<file path="src/design/pip_pkg.sv">
// Shared types, constants and controller/datapath interface structs
// for the ray-casting point-in-polygon block. No dependencies.
package pip_pkg;

   localparam int COORD_BITS   = 16;
   localparam int MAX_VERTICES = 16;
   localparam int IDX_BITS     = 4;   // vertex_index field width
   localparam int CNT_BITS     = 5;   // vertex_count register width
   localparam int DIFF_BITS    = COORD_BITS + 1;
   localparam int PROD_BITS    = 2 * DIFF_BITS;

   typedef logic signed [COORD_BITS-1:0] coord_type;
   typedef logic        [IDX_BITS-1:0]   idx_type;
   typedef logic        [CNT_BITS-1:0]   cnt_type;

   typedef enum logic {
      OP_LOAD = 1'b0,
      OP_TEST = 1'b1
   } op_type;

   typedef enum logic [4:0] {
      ST_IDLE  = 5'b00001,
      ST_PRIME = 5'b00010,
      ST_WALK  = 5'b00100,
      ST_DRAIN = 5'b01000,
      ST_DONE  = 5'b10000
   } state_type;

   typedef struct packed {
      logic    wr_en;    // write request vertex into table
      logic    start;    // latch test point, clear parity flag
      logic    rd_en;    // read one table entry
      logic    rd_edge;  // entry read closes an edge (not the priming read)
      idx_type rd_addr;
      logic    push;     // move parity flag into response register
   } cmd_type;

   typedef struct packed {
      logic busy;        // edge pipeline still holds work
      logic rsp_valid;   // response register occupied
   } status_type;

endpackage

</file>
<file path="src/design/pip_datapath.sv">
// Datapath: vertex table, edge pipeline (diff, multiply, compare) and
// the response register. Depends on pip_pkg.
module pip_datapath (
   input  logic                clock,
   input  logic                reset,
   input  pip_pkg::cmd_type    cmd,
   output pip_pkg::status_type status,
   input  pip_pkg::idx_type    req_vertex_index,
   input  pip_pkg::coord_type  req_point_x,
   input  pip_pkg::coord_type  req_point_y,
   output logic                rsp_valid,
   input  logic                rsp_ready,
   output logic                rsp_inside_res
);
   import pip_pkg::*;

   // vertex table, x and y packed
   logic [2*COORD_BITS-1:0] vtx_mem [MAX_VERTICES];
   logic [2*COORD_BITS-1:0] rd_data_ff;
   logic [2*COORD_BITS-1:0] prev_ff;

   coord_type pt_x_ff, pt_y_ff;
   logic      rd_vld_ff, rd_edge_ff;

   // stage 1
   logic                        s1_vld_ff, s1_strad_ff, s1_dypos_ff;
   logic signed [DIFF_BITS-1:0] s1_dy_ff, s1_px_ff, s1_ex_ff, s1_py_ff;
   // stage 2
   logic                        s2_vld_ff, s2_strad_ff, s2_dypos_ff;
   logic signed [PROD_BITS-1:0] s2_p1_ff, s2_p2_ff;

   logic flag_ff;
   logic rsp_valid_ff, rsp_res_ff;

   coord_type xi, yi, xj, yj;
   logic      strad_in, left;

   always_ff @(posedge clock) begin
      if (cmd.wr_en) begin
         vtx_mem[req_vertex_index] <= {req_point_x, req_point_y};
      end
      if (cmd.rd_en) begin
         rd_data_ff <= vtx_mem[cmd.rd_addr];
      end
   end

   assign xi = coord_type'(rd_data_ff[2*COORD_BITS-1:COORD_BITS]);
   assign yi = coord_type'(rd_data_ff[COORD_BITS-1:0]);
   assign xj = coord_type'(prev_ff[2*COORD_BITS-1:COORD_BITS]);
   assign yj = coord_type'(prev_ff[COORD_BITS-1:0]);

   assign strad_in = (yi > pt_y_ff) != (yj > pt_y_ff);

   // exact compare of px*dy against ex*py, sense flipped for falling edges
   assign left = s2_dypos_ff ? (s2_p1_ff < s2_p2_ff) : (s2_p2_ff < s2_p1_ff);

   always_ff @(posedge clock) begin
      if (cmd.start) begin
         pt_x_ff <= req_point_x;
         pt_y_ff <= req_point_y;
      end
      if (rd_vld_ff) begin
         prev_ff <= rd_data_ff;
      end
      s1_strad_ff <= strad_in;
      s1_dy_ff    <= DIFF_BITS'(yj) - DIFF_BITS'(yi);
      s1_dypos_ff <= yj > yi;
      s1_px_ff    <= DIFF_BITS'(pt_x_ff) - DIFF_BITS'(xi);
      s1_ex_ff    <= DIFF_BITS'(xj) - DIFF_BITS'(xi);
      s1_py_ff    <= DIFF_BITS'(pt_y_ff) - DIFF_BITS'(yi);
      s2_strad_ff <= s1_strad_ff;
      s2_dypos_ff <= s1_dypos_ff;
      s2_p1_ff    <= s1_px_ff * s1_dy_ff;
      s2_p2_ff    <= s1_ex_ff * s1_py_ff;
      if (cmd.push) begin
         rsp_res_ff <= flag_ff;
      end
   end

   always_ff @(posedge clock) begin
      if (reset) begin
         rd_vld_ff    <= 1'b0;
         rd_edge_ff   <= 1'b0;
         s1_vld_ff    <= 1'b0;
         s2_vld_ff    <= 1'b0;
         flag_ff      <= 1'b0;
         rsp_valid_ff <= 1'b0;
      end else begin
         rd_vld_ff  <= cmd.rd_en;
         rd_edge_ff <= cmd.rd_en & cmd.rd_edge;
         s1_vld_ff  <= rd_vld_ff & rd_edge_ff;
         s2_vld_ff  <= s1_vld_ff;
         if (cmd.start) begin
            flag_ff <= 1'b0;
         end else if (s2_vld_ff && s2_strad_ff && left) begin
            flag_ff <= ~flag_ff;
         end
         if (cmd.push) begin
            rsp_valid_ff <= 1'b1;
         end else if (rsp_ready) begin
            rsp_valid_ff <= 1'b0;
         end
      end
   end

   assign status.busy      = rd_vld_ff | s1_vld_ff | s2_vld_ff;
   assign status.rsp_valid = rsp_valid_ff;
   assign rsp_valid        = rsp_valid_ff;
   assign rsp_inside_res   = rsp_res_ff;

endmodule

</file>
<file path="src/design/pip_controller.sv">
// Controller: request decode, vertex_count register and the edge walk
// sequencer. Depends on pip_pkg.
module pip_controller (
   input  logic                clock,
   input  logic                reset,
   input  logic                req_valid,
   output logic                req_ready,
   input  logic                req_op,
   input  logic                csr_valid,
   output logic                csr_ready,
   input  pip_pkg::cnt_type    csr_vertex_count,
   input  logic                rsp_ready,
   input  pip_pkg::status_type status,
   output pip_pkg::cmd_type    cmd
);
   import pip_pkg::*;

   state_type state_ff, state_in;
   cnt_type   vcount_ff;
   cnt_type   n_ff, n_in;
   cnt_type   idx_ff, idx_in;
   cnt_type   n_sat;
   cnt_type   n_last;

   // counts beyond the table size saturate
   assign n_sat  = (vcount_ff > CNT_BITS'(MAX_VERTICES)) ? CNT_BITS'(MAX_VERTICES)
                                                         : vcount_ff;
   assign n_last = n_ff - CNT_BITS'(1);

   assign csr_ready = 1'b1;
   assign req_ready = (state_ff == ST_IDLE);

   always_comb begin
      state_in    = state_ff;
      n_in        = n_ff;
      idx_in      = idx_ff;
      cmd         = '0;
      cmd.rd_addr = idx_ff[IDX_BITS-1:0];
      case (state_ff)
         ST_IDLE: begin
            if (req_valid) begin
               if (req_op == OP_LOAD) begin
                  cmd.wr_en = 1'b1;
               end else begin
                  cmd.start = 1'b1;
                  n_in      = n_sat;
                  state_in  = (n_sat == '0) ? ST_DONE : ST_PRIME;
               end
            end
         end
         ST_PRIME: begin
            // previous vertex of edge 0 is the last vertex
            cmd.rd_en   = 1'b1;
            cmd.rd_addr = n_last[IDX_BITS-1:0];
            idx_in      = '0;
            state_in    = ST_WALK;
         end
         ST_WALK: begin
            cmd.rd_en   = 1'b1;
            cmd.rd_edge = 1'b1;
            idx_in      = idx_ff + CNT_BITS'(1);
            if (idx_ff == n_last) begin
               state_in = ST_DRAIN;
            end
         end
         ST_DRAIN: begin
            if (!status.busy) begin
               state_in = ST_DONE;
            end
         end
         ST_DONE: begin
            if (!status.rsp_valid || rsp_ready) begin
               cmd.push = 1'b1;
               state_in = ST_IDLE;
            end
         end
         default: begin
            state_in = ST_IDLE;
         end
      endcase
   end

   always_ff @(posedge clock) begin
      n_ff   <= n_in;
      idx_ff <= idx_in;
   end

   always_ff @(posedge clock) begin
      if (reset) begin
         state_ff  <= ST_IDLE;
         vcount_ff <= '0;
      end else begin
         state_ff <= state_in;
         if (csr_valid) begin
            vcount_ff <= csr_vertex_count;
         end
      end
   end

endmodule

</file>
<file path="src/design/point_in_polygon_ray_cast.sv">
// A load request is written in the cycle it is accepted and gives no response.
// A test with n > 0 vertices runs one priming read, one edge read per vertex, a drain of
// the edge pipeline and a hand-off into the response register; with n = 0, only the hand-off.
// Loads are taken one per cycle while no test is in progress; a test holds the request port
// until its hand-off, longer while an earlier response still waits. One test at a time.
// Reset (synchronous, active high) clears vertex_count and control; table not cleared.
module point_in_polygon_ray_cast (
   input  logic               clock,
   input  logic               reset,
   // request channel
   input  logic               req_valid,
   output logic               req_ready,
   input  logic               req_op,
   input  pip_pkg::idx_type   req_vertex_index,
   input  pip_pkg::coord_type req_point_x,
   input  pip_pkg::coord_type req_point_y,
   // response channel
   output logic               rsp_valid,
   input  logic               rsp_ready,
   output logic               rsp_inside_res,
   // vertex_count register
   input  logic               csr_valid,
   output logic               csr_ready,
   input  pip_pkg::cnt_type   csr_vertex_count
);
   import pip_pkg::*;

   cmd_type    cmd;
   status_type status;

   // sequencer: walks edges (last,0), (0,1) ... and hands results out
   pip_controller u_ctrl (
      .clock            (clock),
      .reset            (reset),
      .req_valid        (req_valid),
      .req_ready        (req_ready),
      .req_op           (req_op),
      .csr_valid        (csr_valid),
      .csr_ready        (csr_ready),
      .csr_vertex_count (csr_vertex_count),
      .rsp_ready        (rsp_ready),
      .status           (status),
      .cmd              (cmd)
   );

   // table, edge pipeline and response register; the response register
   // lets a new request in while an earlier result waits to be taken
   pip_datapath u_dp (
      .clock            (clock),
      .reset            (reset),
      .cmd              (cmd),
      .status           (status),
      .req_vertex_index (req_vertex_index),
      .req_point_x      (req_point_x),
      .req_point_y      (req_point_y),
      .rsp_valid        (rsp_valid),
      .rsp_ready        (rsp_ready),
      .rsp_inside_res   (rsp_inside_res)
   );

endmodule

</file>
<file path="config.mk">
export PLATFORM = sky130hd
export DESIGN_NAME = point_in_polygon_ray_cast
export DESIGN_NICKNAME = d
export VERILOG_FILES = /design/src/design/pip_pkg.sv /design/src/design/pip_datapath.sv /design/src/design/pip_controller.sv /design/src/design/point_in_polygon_ray_cast.sv
export SDC_FILE = /design/constraint.sdc
export NUM_CORES = 2
export LEC_CHECK = 0
export ABC_CLOCK_PERIOD_IN_PS = 6400
export BUFFER_PORTS_ARGS = -buffer_cell sky130_fd_sc_hd__buf_2
export CAP_MARGIN = 0
export CORE_MARGIN = 3
export CORE_UTILIZATION = 47
export DETAILED_ROUTE_END_ITERATION = 16
export SKIP_LAST_GASP = 1
export SYNTH_ARGS = -nofsm -noshare
export SYNTH_HDL_FRONTEND = slang
export SYNTH_SLANG_ARGS = --single-unit
</file>
<file path="constraint.sdc">
create_clock -name clock -period 6.4 [get_ports clock]
set_input_delay 0.64 -clock clock [delete_from_list [all_inputs] [get_ports clock]]
set_output_delay 0.64 -clock clock [all_outputs]
set_load 0.05 [all_outputs]
</file>
==> qor.yml <==
antenna_found_initial: 4
grtUsageTotal: 0.226
synth_cell_types: 85
path_max_fanout: 12
hold_path_end: "u_ctrl.vcount_ff[3]$_SDFFE_PP0P_"
crit_chain: "buf_4 > and2_1 > fa_1 > inv_1 > fa_1 > fa_1 > inv_1 > fa_1 > fa_1 > inv_1 > fa_1 > inv_1 > ha_1 > a21o_1 > a21o_1 > a21o_1 > a221o_1 > a31oi_4 > o21ai_2 > mux2i_1 > a221oi_1"
chipHeight_um: 342
critPathSlowestCell: "fa_1"
final_util: 0.528
met3_usage: 0.0230
tightestPinTransition_ns: 1.13
wl_per_cell_um: 20.2
drc: 0
fmax_ghz: 0.164
netlist_instances: 4728
synth-simple-area-share: 0.122
period_share: 0.952
r2r_slack_ns: 0.31
numClockSinks: 775
worstSkewPairLatency_ns: 0.66
grt_pass1_vias: 35844
skew_ns: 0.0413
hold_path.startpoint: "csr_vertex_count[3]"
yosys_warnings: 0
synth-adder-area-share: 0.292
wl_mm: 129
worstRegToRegCells: 21
synth-edff-count: 619
path_common_cell: "fa_1"
clkTransAtPathRegs_ns: 0.06
use_met1: 0.287
grt_setup_unrepaired: "no"
drtPass1Iterations: 5
max_slew_margin: 0.247
finalSetupTns_ns: 0
hold_viol_final: 0
crit_path_max_incr_delay_ns: 0.53
reg2reg_to: "u_dp.s2_p2_ff[30]$_DFF_P_"
holdPathStages: 3
min_period_ns: 6.09
drv_cap: 0
crit_type: "flip-flop to flip-flop"
cts_root_buf: "clkbuf_16"
async_flop_share: 0
finalSetupViolCount: 0
worstSetupEndpointType: "flip-flop"
syn_to_final_growth_pct: 10.7
top_usage_layer: "met2"
final_nets: 5743
synth_top_family_by_area: "adder cells"
initial_core_util: 0.477
cts_buffers: 85
fp.coreArea_mm2: 0.111
row_count: 122
clk_path_buf_depth: 3
ys_ff_latch: 775
ys_seq_area_frac: 0.408
synth_top_cell_by_area: "edfxtp_1"
syn_area_mm2: 0.0532
dp_hpwl_mm: 91.4
worstPathRequired_ns: 6.94
drv_slew: 0
io_pins: 51
grt_overflow: 0
yosys-top-cells-area: "edfxtp_1 (35%), fa_1 (22%), ha_1 (6.8%), dfxtp_1 (5.9%), inv_1 (5.3%)"
die_area_mm2: 0.117
drt_iter0_drc: 2207
htreeDepth: 3
hold_class: "primary input to flip-flop"
cts_tree: "built"
hold_buffers: 0
synth_flop_cell: "edfxtp_1"
drive_above_1_share: 0.0805
synth_xor_area_frac: 0.0194
synth_compound_gate_area_share: 0.0883
synth.avg_cell_area_um2: 11.2
rr_startpoint: "u_dp.s1_ex_ff[13]$_DFF_P_"
grt_use_met2: 0.406
synth_top_area_share: 0.350
synth_nets: 5659
synthMuxAreaShare: 0.00155
whs_ns: 0.235
avgViaCountPerCell: 5.33
grt_pass1_wl_mm: 204
vias: 33931
outcome: "finished clean"
fill_cells: 9791
drtAntennaViolNets: 0
port_buffers: 49
critPathLaunchType: "flip-flop"
grt_max_degree: 106
place_congestion: 0.880
die_w_um: 342
worstPathArrival_ns: 6.63
-- routing by layer --
metal	up-vias	wire length, um
met5	-	20
met4	2	3810
met3	205	4270
met2	642	66400
met1	17255	54100
li1	15827	-
-- worst max-delay path by stage --
stage	start	to	slack, ns
after floorplan	u_dp.s1_py_ff[8]$_DFF_P_	u_dp.s2_p2_ff[30]$_DFF_P_	0.37
after global placement	u_dp.s1_dy_ff[5]$_DFF_P_	u_dp.s2_p1_ff[33]$_DFF_P_	0.08
after detailed placement	u_dp.s1_dy_ff[5]$_DFF_P_	u_dp.s2_p1_ff[33]$_DFF_P_	0.04
after CTS	u_dp.s1_dy_ff[5]$_DFF_P_	u_dp.s2_p1_ff[33]$_DFF_P_	0.03
after global routing	u_dp.s1_ex_ff[11]$_DFF_P_	u_dp.s2_p2_ff[33]$_DFF_P_	0.004
final	u_dp.s1_ex_ff[13]$_DFF_P_	u_dp.s2_p2_ff[30]$_DFF_P_	0.31
-- final cells by class --
cell class	instances	area, um^2	share of cell area
clock buffer	110	2300	0.0391
multi-input combinational	3015	28000	0.477
antenna	4	10.0	0.000170
clock inverter	44	597	0.0101
inverter	752	2820	0.0480
sequential	775	21800	0.370
timing repair buffer	183	1440	0.0245
tap	1488	1860	0.0316
-- metrics by stage --
step | worst slack, ns | cell area (um^2) | cells
after detailed placement | 0.0385 | 55900 | 6213
after CTS | 0.0286 | 58800 | 6367
after floorplan | 0.366 | 53200 | 4728
after global placement | 0.0822 | 55900 | 6213
after global routing | 0.00377 | 58800 | 6367
final | 0.306 | 58800 | 6371
-- worst max-delay path: cells and delay by family, from the launching register on --
family	cells	cell delay, ns
AOI/OAI and AO/OA	7	1.53
DFF	1	0.38
muxes	1	0.14
buffers and inverters	5	0.40
and+or+nand+nor	1	0.18
adders and majority gates	7	3.36
-- registers in the layout (all words and copies together) (netlist names), 5 cells and up --
name,cells
u_dp.pt_y_ff,16
u_dp.s2_p2_ff,34
u_ctrl.n_ff,5
u_dp.s1_py_ff,17
u_ctrl.idx_ff,5
u_dp.s1_ex_ff,17
u_dp.s1_px_ff,17
u_dp.rd_data_ff,32
u_dp.s1_dy_ff,17
u_dp.prev_ff,32
u_ctrl.state_ff,5
u_dp.pt_x_ff,16
u_ctrl.vcount_ff,5
u_dp.s2_p1_ff,34
u_dp.vtx_mem,512
-- repair_timing --
item,CTS,global route
buffers inserted,0,0
endpoints found under the setup margin,0,14
gates resized for setup,0,42
-- cells in the mapped netlist (57+ instances only) --
cell	count
nand2_1	577
edfxtp_1	619
ha_1	288
a31oi_1	68
dfxtp_1	156
o21ai_0	57
a211oi_1	174
inv_1	751
a21oi_1	155
clkbuf_1	126
nor2_1	131
and2_1	411
xnor2_1	92
a311oi_1	65
fa_1	596
-- cells by family (layout without fill, tap and decap cells) --
group | Yosys count | after routing
flip-flops | 775 | 775
AND/OR/NAND/NOR | 1328 | 1328
multiplexers | 8 | 8
adder cells (fa/ha/maj) | 884 | 884
XOR/XNOR | 118 | 118
buffers and inverters | 938 | 1089
AO/OA/AOI/OAI | 676 | 676
other | 1 | 5
-- cell usage in the layout, fill, tap and decap left out, drive strengths merged, types with 5 or more instances in the layout --
cell type / n
dfxtp: 156
mux2i: 6
o21bai: 11
o21a: 19
xnor2: 92
clkbuf: 110
nor4: 5
a21boi: 12
a211o: 5
nor2: 131
a31oi: 69
inv: 756
xor2: 26
fa: 596
a2111oi: 8
nand3: 34
a21oi: 155
and3: 11
a311oi: 65
or3: 11
clkinv: 27
and2: 423
nor2b: 27
nor3: 43
nand2b: 23
nand2: 577
ha: 288
edfxtp: 619
nand3b: 9
or4: 5
nand4: 15
buf: 183
o211ai: 12
o21ai: 61
a211oi: 175
o31ai: 7
a221oi: 6
bufinv: 10
a21o: 38
Power is left out: the tool's default activity adds up to more than one toggle a clock period on the data nets, which glitch-free logic cannot reach.
